## src/rtl/wsrm_pkg.sv

```systemverilog
package wsrm_pkg;

	localparam int PATTERN_MAX_DEF = 32;
	localparam int PAT_BYTES       = 32;
	localparam int PAT_WORDS       = 4;
	localparam int CFG_DATA_W      = 64;
	localparam int CFG_IDX_W       = 3;
	localparam int LEN_REG_W       = 6;

	localparam logic [7:0] CHAR_STAR = 8'h2A;
	localparam logic [7:0] CHAR_DOT  = 8'h2E;

	localparam logic [CFG_IDX_W-1:0] REG_PAT_0_7   = 3'd0;
	localparam logic [CFG_IDX_W-1:0] REG_PAT_8_15  = 3'd1;
	localparam logic [CFG_IDX_W-1:0] REG_PAT_16_23 = 3'd2;
	localparam logic [CFG_IDX_W-1:0] REG_PAT_24_31 = 3'd3;
	localparam logic [CFG_IDX_W-1:0] REG_PAT_LEN   = 3'd4;

	typedef logic [PAT_BYTES-1:0][7:0] pattern_t;

	// broadcast to every cell of the row
	typedef struct packed {
		logic [7:0] text_byte;
		logic       first;
		logic       advance;
	} step_t;

endpackage

```

## src/rtl/wsrm_cfg_regs.sv

```systemverilog
module wsrm_cfg_regs import wsrm_pkg::*; #(
	parameter int PATTERN_MAX = PATTERN_MAX_DEF,
	parameter int LEN_W       = $clog2(PATTERN_MAX + 1)
) (
	input  logic                  clk,
	input  logic                  arst_n,
	input  logic                  wr_en,
	input  logic [CFG_IDX_W-1:0]  wr_index,
	input  logic [CFG_DATA_W-1:0] wr_data,
	output pattern_t              pattern,
	output logic [LEN_W-1:0]      eff_len
);

	logic [PAT_WORDS-1:0][CFG_DATA_W-1:0] pat_q;
	logic [LEN_REG_W-1:0]                 len_q;

	always_ff @(posedge clk or negedge arst_n) begin
		if (!arst_n) begin
			pat_q <= '0;
			len_q <= '0;
		end else if (wr_en) begin
			case (wr_index)
				REG_PAT_0_7:   pat_q[0] <= wr_data;
				REG_PAT_8_15:  pat_q[1] <= wr_data;
				REG_PAT_16_23: pat_q[2] <= wr_data;
				REG_PAT_24_31: pat_q[3] <= wr_data;
				REG_PAT_LEN:   len_q    <= wr_data[LEN_REG_W-1:0];
				default: begin
				end
			endcase
		end
	end

	// byte 0 sits in bits 7:0 of the first word
	assign pattern = pat_q;

	// lengths beyond the cell count clamp to the cell count
	assign eff_len = (len_q > LEN_REG_W'(PATTERN_MAX)) ? LEN_W'(PATTERN_MAX)
		: len_q[LEN_W-1:0];

endmodule

```

## src/rtl/wsrm_cell.sv

```systemverilog
module wsrm_cell import wsrm_pkg::*; #(
	parameter int POS   = 1,
	parameter int LEN_W = 6
) (
	input  logic             clk,
	input  logic             arst_n,
	input  step_t            step,
	input  logic [LEN_W-1:0] eff_len,
	input  logic [7:0]       pat_c,
	input  logic [7:0]       pat_prev,
	input  logic             old_prev,
	input  logic             nrow_prev2,
	input  logic             erow_prev2,
	output logic             old_bit,
	output logic             nrow_bit,
	output logic             erow_bit,
	output logic             hit
);

	localparam logic IS_EVEN  = 1'((POS % 2) == 0);
	localparam logic HAS_PREV = 1'(POS >= 2);

	logic row_q;
	logic active;
	logic same;
	logic b;

	assign active = (LEN_W'(POS) <= eff_len);

	// empty-text row: x* pairs may match nothing, as a prefix chain
	assign erow_bit = IS_EVEN & active & (pat_c == CHAR_STAR) & erow_prev2;

	assign old_bit = step.first ? erow_bit : row_q;

	assign same = (pat_prev == CHAR_DOT) || (pat_prev == step.text_byte);

	always_comb begin
		b = 1'b0;
		if (pat_c == CHAR_STAR) begin
			// leading star reads false
			b = HAS_PREV & (nrow_prev2 | (same & old_bit));
		end else if ((pat_c == CHAR_DOT) || (pat_c == step.text_byte)) begin
			b = old_prev;
		end
	end

	assign nrow_bit = b & active;
	assign hit      = nrow_bit & (LEN_W'(POS) == eff_len);

	always_ff @(posedge clk or negedge arst_n) begin
		if (!arst_n) begin
			row_q <= 1'b0;
		end else if (step.advance) begin
			row_q <= nrow_bit;
		end
	end

endmodule

```

## src/rtl/wildcard_star_regex_matcher.sv

```systemverilog
// Channel  | Handshake            | Payload
// in       | in_valid / in_stall  | text_byte, first_byte, last_byte
// out      | out_valid / out_stall| full_match, text_end
// cfg      | cfg_valid / cfg_ready| cfg_index, cfg_data
//
// One text byte per cycle while in_stall is low: the whole match row is updated by the cell chain in
// the cycle the request is taken, and the verdict is registered and appears in the cycle after.
// The star terms ripple through every second cell, which sets the clock limit.
// A request is taken while the output register is empty or being drained.
// Reset clears the row, the output valid flag and all configuration registers; full_match and text_end are not reset.
module wildcard_star_regex_matcher import wsrm_pkg::*; #(
	parameter int PATTERN_MAX = PATTERN_MAX_DEF
) (
	input  logic                  clk,
	input  logic                  arst_n,
	input  logic                  in_valid,
	output logic                  in_stall,
	input  logic [7:0]            text_byte,
	input  logic                  first_byte,
	input  logic                  last_byte,
	output logic                  out_valid,
	input  logic                  out_stall,
	output logic                  full_match,
	output logic                  text_end,
	input  logic                  cfg_valid,
	output logic                  cfg_ready,
	input  logic [CFG_IDX_W-1:0]  cfg_index,
	input  logic [CFG_DATA_W-1:0] cfg_data
);

	localparam int LEN_W = $clog2(PATTERN_MAX + 1);

	pattern_t               pattern;
	logic [LEN_W-1:0]       eff_len;
	step_t                  step;
	logic [PATTERN_MAX:0]   old_row;
	logic [PATTERN_MAX:0]   nrow;
	logic [PATTERN_MAX:0]   erow;
	logic [PATTERN_MAX:1]   hits;
	logic                   accept;
	logic                   out_valid_q;
	logic                   full_match_q;
	logic                   text_end_q;

	assign cfg_ready = 1'b1;

	wsrm_cfg_regs #(
		.PATTERN_MAX(PATTERN_MAX),
		.LEN_W      (LEN_W)
	) u_cfg (
		.clk     (clk),
		.arst_n  (arst_n),
		.wr_en   (cfg_valid & cfg_ready),
		.wr_index(cfg_index),
		.wr_data (cfg_data),
		.pattern (pattern),
		.eff_len (eff_len)
	);

	assign in_stall = out_valid_q & out_stall;
	assign accept   = in_valid & ~in_stall;

	assign step.text_byte = text_byte;
	assign step.first     = first_byte;
	assign step.advance   = accept;

	// position 0: empty prefix matches only the empty text
	assign old_row[0] = first_byte;
	assign nrow[0]    = 1'b0;
	assign erow[0]    = 1'b1;

	for (genvar j = 1; j <= PATTERN_MAX; j++) begin : g_cell
		logic [7:0] pat_prev;
		logic       nrow_prev2;
		logic       erow_prev2;

		if (j == 1) begin : g_head
			assign pat_prev   = '0;
			assign nrow_prev2 = 1'b0;
			assign erow_prev2 = 1'b0;
		end else begin : g_body
			assign pat_prev   = pattern[j-2];
			assign nrow_prev2 = nrow[j-2];
			assign erow_prev2 = erow[j-2];
		end

		wsrm_cell #(
			.POS  (j),
			.LEN_W(LEN_W)
		) u_cell (
			.clk       (clk),
			.arst_n    (arst_n),
			.step      (step),
			.eff_len   (eff_len),
			.pat_c     (pattern[j-1]),
			.pat_prev  (pat_prev),
			.old_prev  (old_row[j-1]),
			.nrow_prev2(nrow_prev2),
			.erow_prev2(erow_prev2),
			.old_bit   (old_row[j]),
			.nrow_bit  (nrow[j]),
			.erow_bit  (erow[j]),
			.hit       (hits[j])
		);
	end

	always_ff @(posedge clk or negedge arst_n) begin
		if (!arst_n) begin
			out_valid_q <= 1'b0;
		end else if (accept) begin
			out_valid_q <= 1'b1;
		end else if (!out_stall) begin
			out_valid_q <= 1'b0;
		end
	end

	always_ff @(posedge clk) begin
		if (accept) begin
			full_match_q <= |hits;
			text_end_q   <= last_byte;
		end
	end

	assign out_valid  = out_valid_q;
	assign full_match = full_match_q;
	assign text_end   = text_end_q;

endmodule

```

## config.mk

```make
export PLATFORM = sky130hd
export DESIGN_NAME = wildcard_star_regex_matcher
export DESIGN_NICKNAME = d
export VERILOG_FILES = /design/src/rtl/wsrm_pkg.sv /design/src/rtl/wsrm_cfg_regs.sv /design/src/rtl/wsrm_cell.sv /design/src/rtl/wildcard_star_regex_matcher.sv
export SDC_FILE = /design/constraint.sdc
export NUM_CORES = 1
export LEC_CHECK = 0
export BUFFER_PORTS_ARGS = -buffer_cell sky130_fd_sc_hd__buf_2
export CAP_MARGIN = 20
export CORE_MARGIN = 2
export CORE_UTILIZATION = 40
export DETAILED_ROUTE_END_ITERATION = 8
export PLACE_DENSITY = 0.65
export SYNTH_ARGS = -nofsm -noshare
export SYNTH_HDL_FRONTEND = slang
export SYNTH_HIERARCHICAL = 1
export SYNTH_SLANG_ARGS = --single-unit
```

## constraint.sdc

```tcl
create_clock -name clk -period 13.8 [get_ports clk]
set_input_delay 2.07 -clock clk [delete_from_list [all_inputs] [get_ports clk]]
set_output_delay 2.07 -clock clk [all_outputs]
set_load 0.05 [all_outputs]
```

==> results of run 1 <==
## sequential cells by signal, indices dropped and copies added (netlist names)
name and flops:
u_cfg/len_q 6, u_cfg/pattern 256, g_cell.u_cell/row_q 32, text_end 1, out_valid 1, full_match 1
## final timing paths
path	end	slack [ps]	cells past startpoint
min in group asynchronous	u_cfg/pattern[84]	1560	1
setup reg to reg	full_match	1670	66
hold / removal	g_cell[10].u_cell/row_q	490	2
setup / recovery	full_match	780	67
hold reg to reg	g_cell[10].u_cell/row_q	490	2
max in group asynchronous	u_cfg/pattern[177]	10610	2
## area by class of cell
class | instances | share of cell area
multi-input cells | 1606 | 0.578
flip-flops and latches | 297 | 0.294
clock buffers | 49 | 0.0429
well taps | 748 | 0.0370
repair buffers | 117 | 0.0295
clock inverters | 21 | 0.0122
inverters | 45 | 0.00667
diodes | 1 | 0.0000989
## critical path, delay by kind of cell
kind | cells | cell delay (ps)
AO/OA/AOI/OAI | 30 | 6230
XOR/XNOR | 1 | 150
buffers and inverters | 2 | 300
AND/OR/NAND/NOR | 34 | 4680
## metrics by stage
step                      power (mW)  TNS (ps)  cells   util
after detailed placement        2.38      -438   2811  0.429
final                           3.51         0   2884  0.457
after CTS                       3.51         0   2881  0.455
after floorplan                 2.05         0   1979      -
after global routing            3.67     -3.51   2883  0.457
after global placement          2.34         0   2811  0.429
## power by group through the flow
| stage | Combinational [mW] | Sequential (mW) | Clock, mW |
|---|---|---|---|
| final | 0.991 | 1.41 | 1.11 |
| after global routing | 1.07 | 1.43 | 1.17 |
| after CTS | 0.982 | 1.39 | 1.13 |
| after detailed placement | 0.976 | 1.40 | 0 |
| after global placement | 0.947 | 1.39 | 0 |
| after floorplan | 0.762 | 1.29 | 0 |
## routing by layer
layer / routed length (um) / part of all wire / vias to the layer above / global-route usage
met1: 30300 / 0.44 / 8707 / 0.321
met5: 0 / 0 / - / 0
met2: 32000 / 0.47 / 528 / 0.377
met4: 2540 / 0.037 / 0 / 0.0905
li1: - / - / 7576 / -
met3: 3890 / 0.057 / 140 / 0.0393
## cell usage in the layout (no fill, tap or decap), types with 27 or more instances in the layout
master     instances
xnor2_1          304
dfrtp_1          294
xor2_1           197
mux2_4           183
nand4_1           95
nor4_1            88
mux2_2            86
buf_2             76
nor2_1            51
inv_1             45
clkbuf_16         41
nor2b_1           40
nand2_1           38
nand2b_1          36
buf_4             36
o21ai_0           28
nand3_1           27
nor4b_1           27
nand4b_1          27
## repair_timing
| action | CTS | global route |
|---|---|---|
| setup endpoints to repair | 0 | 2 |
| hold buffers | 0 | 0 |
| buffers inserted | 0 | 2 |
| gates resized for setup | 0 | 20 |
| endpoints found under the hold margin | 0 | 0 |
==> flow_metrics.tcl, run 1 <==
set metrics [dict create \
    status "finished clean" \
    core_area_um2 55400 \
    cts.reportedPaths.clkPinSlew_ps 70 \
    grt_pass1_wl_um 106000 \
    fp.dieW_um 241 \
    clock_latency_ps 570 \
    stdcell_area_um2 25300 \
    clock-sinks 297 \
    gp_congestion 0.894 \
    slowest_stage "nor4_4" \
    grtUsageTotal 0.236 \
    worstPathMaxFanout 4 \
    die_area_um2 58200 \
    ant_nets 0 \
    p_leak_nw 9.64 \
    crit_path_start "text_byte[0]" \
    syn-instance-count 1977 \
    avgSynthCellArea_um2 11.4 \
    tritoncts.num_buffers 38 \
    drv_slew 0 \
    crit_top_cell "nor2_1" \
    p_switching_mw 1.23 \
    swShare 0.350 \
    rows 86 \
    ios 87 \
    place_area_um2 23800 \
    root_buffer "clkbuf_16" \
    p_int_mw 2.28 \
    setup-violations-final 0 \
    pre_cts_ws_ps -404 \
    worst_slack_ps 777 \
    hold_class "flop to flop" \
    worst_setup_path_end_kind "flop" \
    firstDrtPassIters 7 \
    dp_hpwl_um 47300 \
    n_fill_cell 5111 \
    syn2layout_area_growth_pct 12.4 \
    antenna_found_initial 2 \
    wire_per_inst_um 23.8 \
    r2r-start "u_cfg/len_q[5]" \
    cts_tree "yes" \
    final_nets 2187 \
    fmaxAchievable_ghz 0.0768 \
    grt_max_degree 180 \
    cp.arrival_ps 13450 \
    regArea_um2 7440 \
    die_y_um 241 \
    ir_drop_mv 0.0867 \
    drc 0 \
    final_hold_viol_count 0 \
    relSlewSlack 0.225 \
    ctsLongestPathBuffers 3 \
    cellPowerDensity_nw_per_um2 139 \
    grt_pass1_vias 17000 \
    fin_crit_sh 0.944 \
    period_needed_ps 13020 \
    required_ps 14230 \
    finalHoldWorstSlack_ps 485 \
    crit_type "primary input to flop" \
    vias 17000 \
    syn-cell-area_um2 22500 \
    htree_levels 2 \
    multi_input_area_um2 14600 \
    yosys_warnings 6 \
    grt_overflow 0 \
    cp-start-kind "primary input" \
    pwr-share-comb 0.282 \
    start_util 0.406 \
    p_clk_frac 0.317 \
    maxCapViolations 0 \
    worst_pin_slew_ps 1160 \
    hold_start "g_cell[10].u_cell/row_q" \
    wirelength_um 68800 \
    critPathMaxStageDelay_ps 400 \
    drt_iter0_markers 1544 \
    drive_above_1_share 0.296 \
    fin_skew_ps 24.2 \
    p_seq_frac 0.401 \
    io_buffers 85 \
    via_per_inst 5.88 \
]
Note: power is estimated with default switching activity, not from simulation.
==> inputs of run 2 (changes only) <==
CORE_UTILIZATION = 60   (was 40)
CTS_CLUSTER_SIZE = 20   (was default)
PLACE_DENSITY = 0.87   (was 0.65)
==> flow_metrics.tcl, run 2 (same netlist as run 1, synthesis figures left out) <==
set metrics [dict create \
    status "finished clean" \
    p_clk_frac 0.283 \
    p_switching_mw 1.20 \
    rows 70 \
    cts.reportedPaths.clkPinSlew_ps 60 \
    finalHoldWorstSlack_ps 482 \
    maxCapViolations 0 \
    via_per_inst 6.81 \
    crit_top_cell "nor2_1" \
    pre_cts_ws_ps -173 \
    p_int_mw 2.15 \
    final_hold_viol_count 0 \
    core_area_um2 36800 \
    die_y_um 198 \
    grt_overflow 0 \
    setup-violations-final 0 \
    firstDrtPassIters 6 \
    clock-sinks 297 \
    ir_drop_mv 0.106 \
    grtUsageTotal 0.342 \
    ant_nets 0 \
    drive_above_1_share 0.291 \
    slowest_stage "nor4_2" \
    finalNonFillerCells 2600 \
    final_cell_mix "xnor2_1 (304), dfrtp_1 (294), xor2_1 (200)" \
    worst_setup_path_end_kind "flop" \
    wire_per_inst_um 25.6 \
    fp.dieW_um 198 \
    relSlewSlack 0.330 \
    die_area_um2 39100 \
    worst_pin_slew_ps 1010 \
    ctsLongestPathBuffers 3 \
    p_seq_frac 0.419 \
    worstPathMaxFanout 11 \
    grt_pass1_vias 18000 \
    swShare 0.358 \
    ios 87 \
    drt_iter0_markers 1903 \
    crit_type "primary input to flop" \
    largest_register_ffs 256 \
    cellPowerDensity_nw_per_um2 136 \
    grt_pass1_wl_um 104000 \
    htree_levels 2 \
    cts_tree "yes" \
    p_leak_nw 9.55 \
    period_needed_ps 13140 \
    antenna_found_initial 2 \
    start_util 0.612 \
    wirelength_um 66500 \
    layout_commonest_cell "xnor2_1" \
    vias 17700 \
    grt_max_degree 81 \
    drv_slew 0 \
    tritoncts.num_buffers 35 \
    root_buffer "clkbuf_16" \
    required_ps 14230 \
    fin_skew_ps 13.4 \
    gp_congestion 0.965 \
    hold_class "flop to flop" \
    fin_crit_sh 0.952 \
    syn2layout_area_growth_pct 9.73 \
    cp-start-kind "primary input" \
    drc 0 \
    dp_hpwl_um 44800 \
    clock_latency_ps 550 \
    cp.arrival_ps 13570 \
    dpl.cell_count 2531 \
    final_nets 2186 \
    io_buffers 85 \
    fmaxAchievable_ghz 0.0761 \
    worst_slack_ps 659 \
    critPathMaxStageDelay_ps 380 \
    pwr-share-comb 0.298 \
    cts_hold_buf 0 \
    stdcell_area_um2 24700 \
    place_area_um2 23400 \
    power_mw 3.35 \
]
-- run 2: cell types whose count changed in the layout (fill, tap and decap cells not counted), moves of 3 or more --
cell       before  now
xor2_1        197  200
nor4_1         88   91
clkinv_2        5    9
xor2_2          3    0
bufinv_16       7    2
clkbuf_8        3    6
clkbuf_16      41   37
inv_6           3    0
-- run 2: repair_timing --
action,4_1_cts,5_1_grt
gates resized for setup,0,15
setup endpoints to repair,0,2
buffers inserted,0,2
-- run 2: metrics by stage --
step	util	TNS (ps)
detailed placement	0.637	-173
global route	0.672	-21.3
CTS	0.668	0
global placement	0.637	0
finish	0.672	0
floorplan	-	0
-- run 2: final timing paths --
check,from,end,slack (ps),cells after the start
hold / removal,g_cell[20].u_cell/row_q,g_cell[20].u_cell/row_q,480,2
min in group asynchronous,arst_n,u_cfg/pattern[181],1480,1
hold reg to reg,g_cell[20].u_cell/row_q,g_cell[20].u_cell/row_q,480,2
max in group asynchronous,arst_n,u_cfg/pattern[73],10970,2
setup reg to reg,u_cfg/len_q[5],full_match,1300,59
setup / recovery,text_byte[4],full_match,660,66
-- run 2: power by group through the flow --
stage / Clock [mW] / Combinational (mW) / Sequential [mW]
2_1_floorplan: 0 / 0.762 / 1.29
3_3_place_gp: 0 / 0.928 / 1.38
3_5_place_dp: 0 / 0.970 / 1.40
4_1_cts: 0.954 / 0.981 / 1.39
5_1_grt: 0.993 / 1.07 / 1.42
6_report: 0.948 / 0.999 / 1.40
-- run 2: area by class of cell --
| type | count | area, um2 |
|---|---|---|
| sequential | 297 | 7440 |
| timing repair buffer | 119 | 779 |
| multi-input combinational | 1606 | 14600 |
| clock buffer | 49 | 1030 |
| clock inverter | 13 | 120 |
| antenna | 3 | 7.51 |
| tap | 468 | 586 |
| inverter | 45 | 169 |
| fill | 2650 | 12100 |
-- run 2: layer usage --
layer / routed length [um] / GRT usage
met4: 3350 / 0.180
met3: 6330 / 0.0741
met2: 30500 / 0.531
met1: 26300 / 0.449
met5: 0 / 0
-- run 2: critical path, delay by kind of cell --
kind	cells	cell delay, ps
simple gates	34	4780
buf+inv	1	220
xor+xnor	1	130
compound gates	30	6330
==> inputs of run 3 (changes only) <==
REMOVE_ABC_BUFFERS = 1   (was default)
==> flow_metrics.tcl, run 3 (same netlist as run 1, synthesis figures left out) <==
set metrics [dict create \
    fmaxAchievable_ghz 0.0762 \
    firstDrtPassIters 8 \
    crit_type "primary input to flop" \
    finalHoldWorstSlack_ps 484 \
    slowest_stage "nor4_2" \
    worst_setup_path_end_kind "flop" \
    die_area_um2 39100 \
    setup-violations-final 0 \
    cts_hold_buf 0 \
    clock-sinks 297 \
    wire_per_inst_um 25.2 \
    cp.arrival_ps 13530 \
    root_buffer "clkbuf_16" \
    worst_pin_slew_ps 1040 \
    core_area_um2 36800 \
    cp-start-kind "primary input" \
    ir_drop_mv 0.0761 \
    gp_congestion 0.968 \
    syn2layout_area_growth_pct 9.48 \
    final_cell_mix "xnor2_1 (304), dfrtp_1 (294), xor2_1 (200)" \
    grtUsageTotal 0.334 \
    largest_register_ffs 256 \
    final_nets 2187 \
    relSlewSlack 0.304 \
    via_per_inst 6.76 \
    cellPowerDensity_nw_per_um2 135 \
    fin_util 0.670 \
    finalNonFillerCells 2598 \
    fin_skew_ps 24.4 \
    clock_latency_ps 550 \
    die_y_um 198 \
    io_buffers 85 \
    dpl.cell_count 2531 \
    htree_levels 2 \
    n_fill_cell 2609 \
    maxCapViolations 0 \
    p_leak_nw 9.53 \
    crit_top_cell "nor4_1" \
    drt_iter0_markers 2000 \
    cts_tree "yes" \
    worstPathMaxFanout 4 \
    power_mw 3.34 \
    critical-path-top-delay-family "compound AO/OA/AOI/OAI gates" \
    drv_slew 0 \
    grt_max_degree 169 \
    rows 70 \
    start_util 0.612 \
    final_hold_viol_count 0 \
    wirelength_um 65500 \
    drive_above_1_share 0.290 \
    period_needed_ps 13120 \
    antenna_found_initial 1 \
    ctsLongestPathBuffers 3 \
    hold_class "flop to flop" \
    status "finished clean" \
    grt_overflow 0 \
    grt_pass1_vias 17800 \
    ios 87 \
    fp.dieW_um 198 \
    required_ps 14210 \
    grt_pass1_wl_um 102000 \
    vias 17600 \
    cts.reportedPaths.clkPinSlew_ps 60 \
    path_buf_inv 1 \
    ant_nets 0 \
    layout_commonest_cell "xnor2_1" \
    fin_crit_sh 0.951 \
    critPathMaxStageDelay_ps 360 \
    dp_hpwl_um 44800 \
    tritoncts.num_buffers 34 \
    drc 0 \
]
==> run 3: area by class of cell <==
cell class,instances,area [um2],share of cell area
Antenna cell,1,2.50,0.000101
Clock buffer,50,1030,0.0420
Clock inverter,10,110,0.00447
Inverter,45,169,0.00685
Multi-Input combinational cell,1606,14600,0.591
Sequential cell,297,7440,0.302
Tap cell,468,586,0.0237
Timing Repair Buffer,121,738,0.0299
==> run 3: routing by layer <==
layer  part of all wire  wire length [um]  global-route usage
met1               0.40             26500               0.437
met2               0.45             29600               0.525
met3              0.091              5930              0.0657
met4              0.053              3460               0.174
met5                  0                 0                   0
==> run 3: final timing paths <==
| check | to | cells after the start | from | slack (ps) |
|---|---|---|---|---|
| max in group asynchronous | u_cfg/pattern[178] | 2 | arst_n | 10690 |
| worst min register to register | g_cell[18].u_cell/row_q | 2 | g_cell[18].u_cell/row_q | 480 |
| worst max-delay path | full_match | 66 | text_byte[7] | 680 |
| worst min-delay path | g_cell[18].u_cell/row_q | 2 | g_cell[18].u_cell/row_q | 480 |
| worst max register to register | full_match | 66 | u_cfg/len_q[5] | 900 |
| min in group asynchronous | u_cfg/pattern[21] | 1 | arst_n | 1610 |
==> run 3: what timing repair did <==
action                     in CTS  in global routing
setup endpoints to repair       0                  2
resized for setup               0                 14
buffers inserted                0                  6
==> run 3: worst min-delay path, cell delays in order, from the launching register on <==
cell	delay [ps]
dfrtp_1	340
nand2_1	60
o31ai_2	50
==> run 3: through the flow <==
| stage | setup WS [ps] | cell area (um2) | TNS (ps) |
|---|---|---|---|
| 2_1_floorplan | 1320 | 22100 | 0 |
| 3_3_place_gp | 591 | 23400 | 0 |
| 3_5_place_dp | 4.83 | 23400 | 0 |
| 4_1_cts | 464 | 24600 | 0 |
| 5_1_grt | -98.9 | 24700 | -98.9 |
| 6_report | 679 | 24700 | 0 |
==> run 3: where the power goes <==
part	total [mW]	internal (mW)	switching, mW
sequential	1.41	1.04	0.367
combinational	0.996	0.551	0.445
clock	0.935	0.558	0.377
total	3.34	2.15	1.19
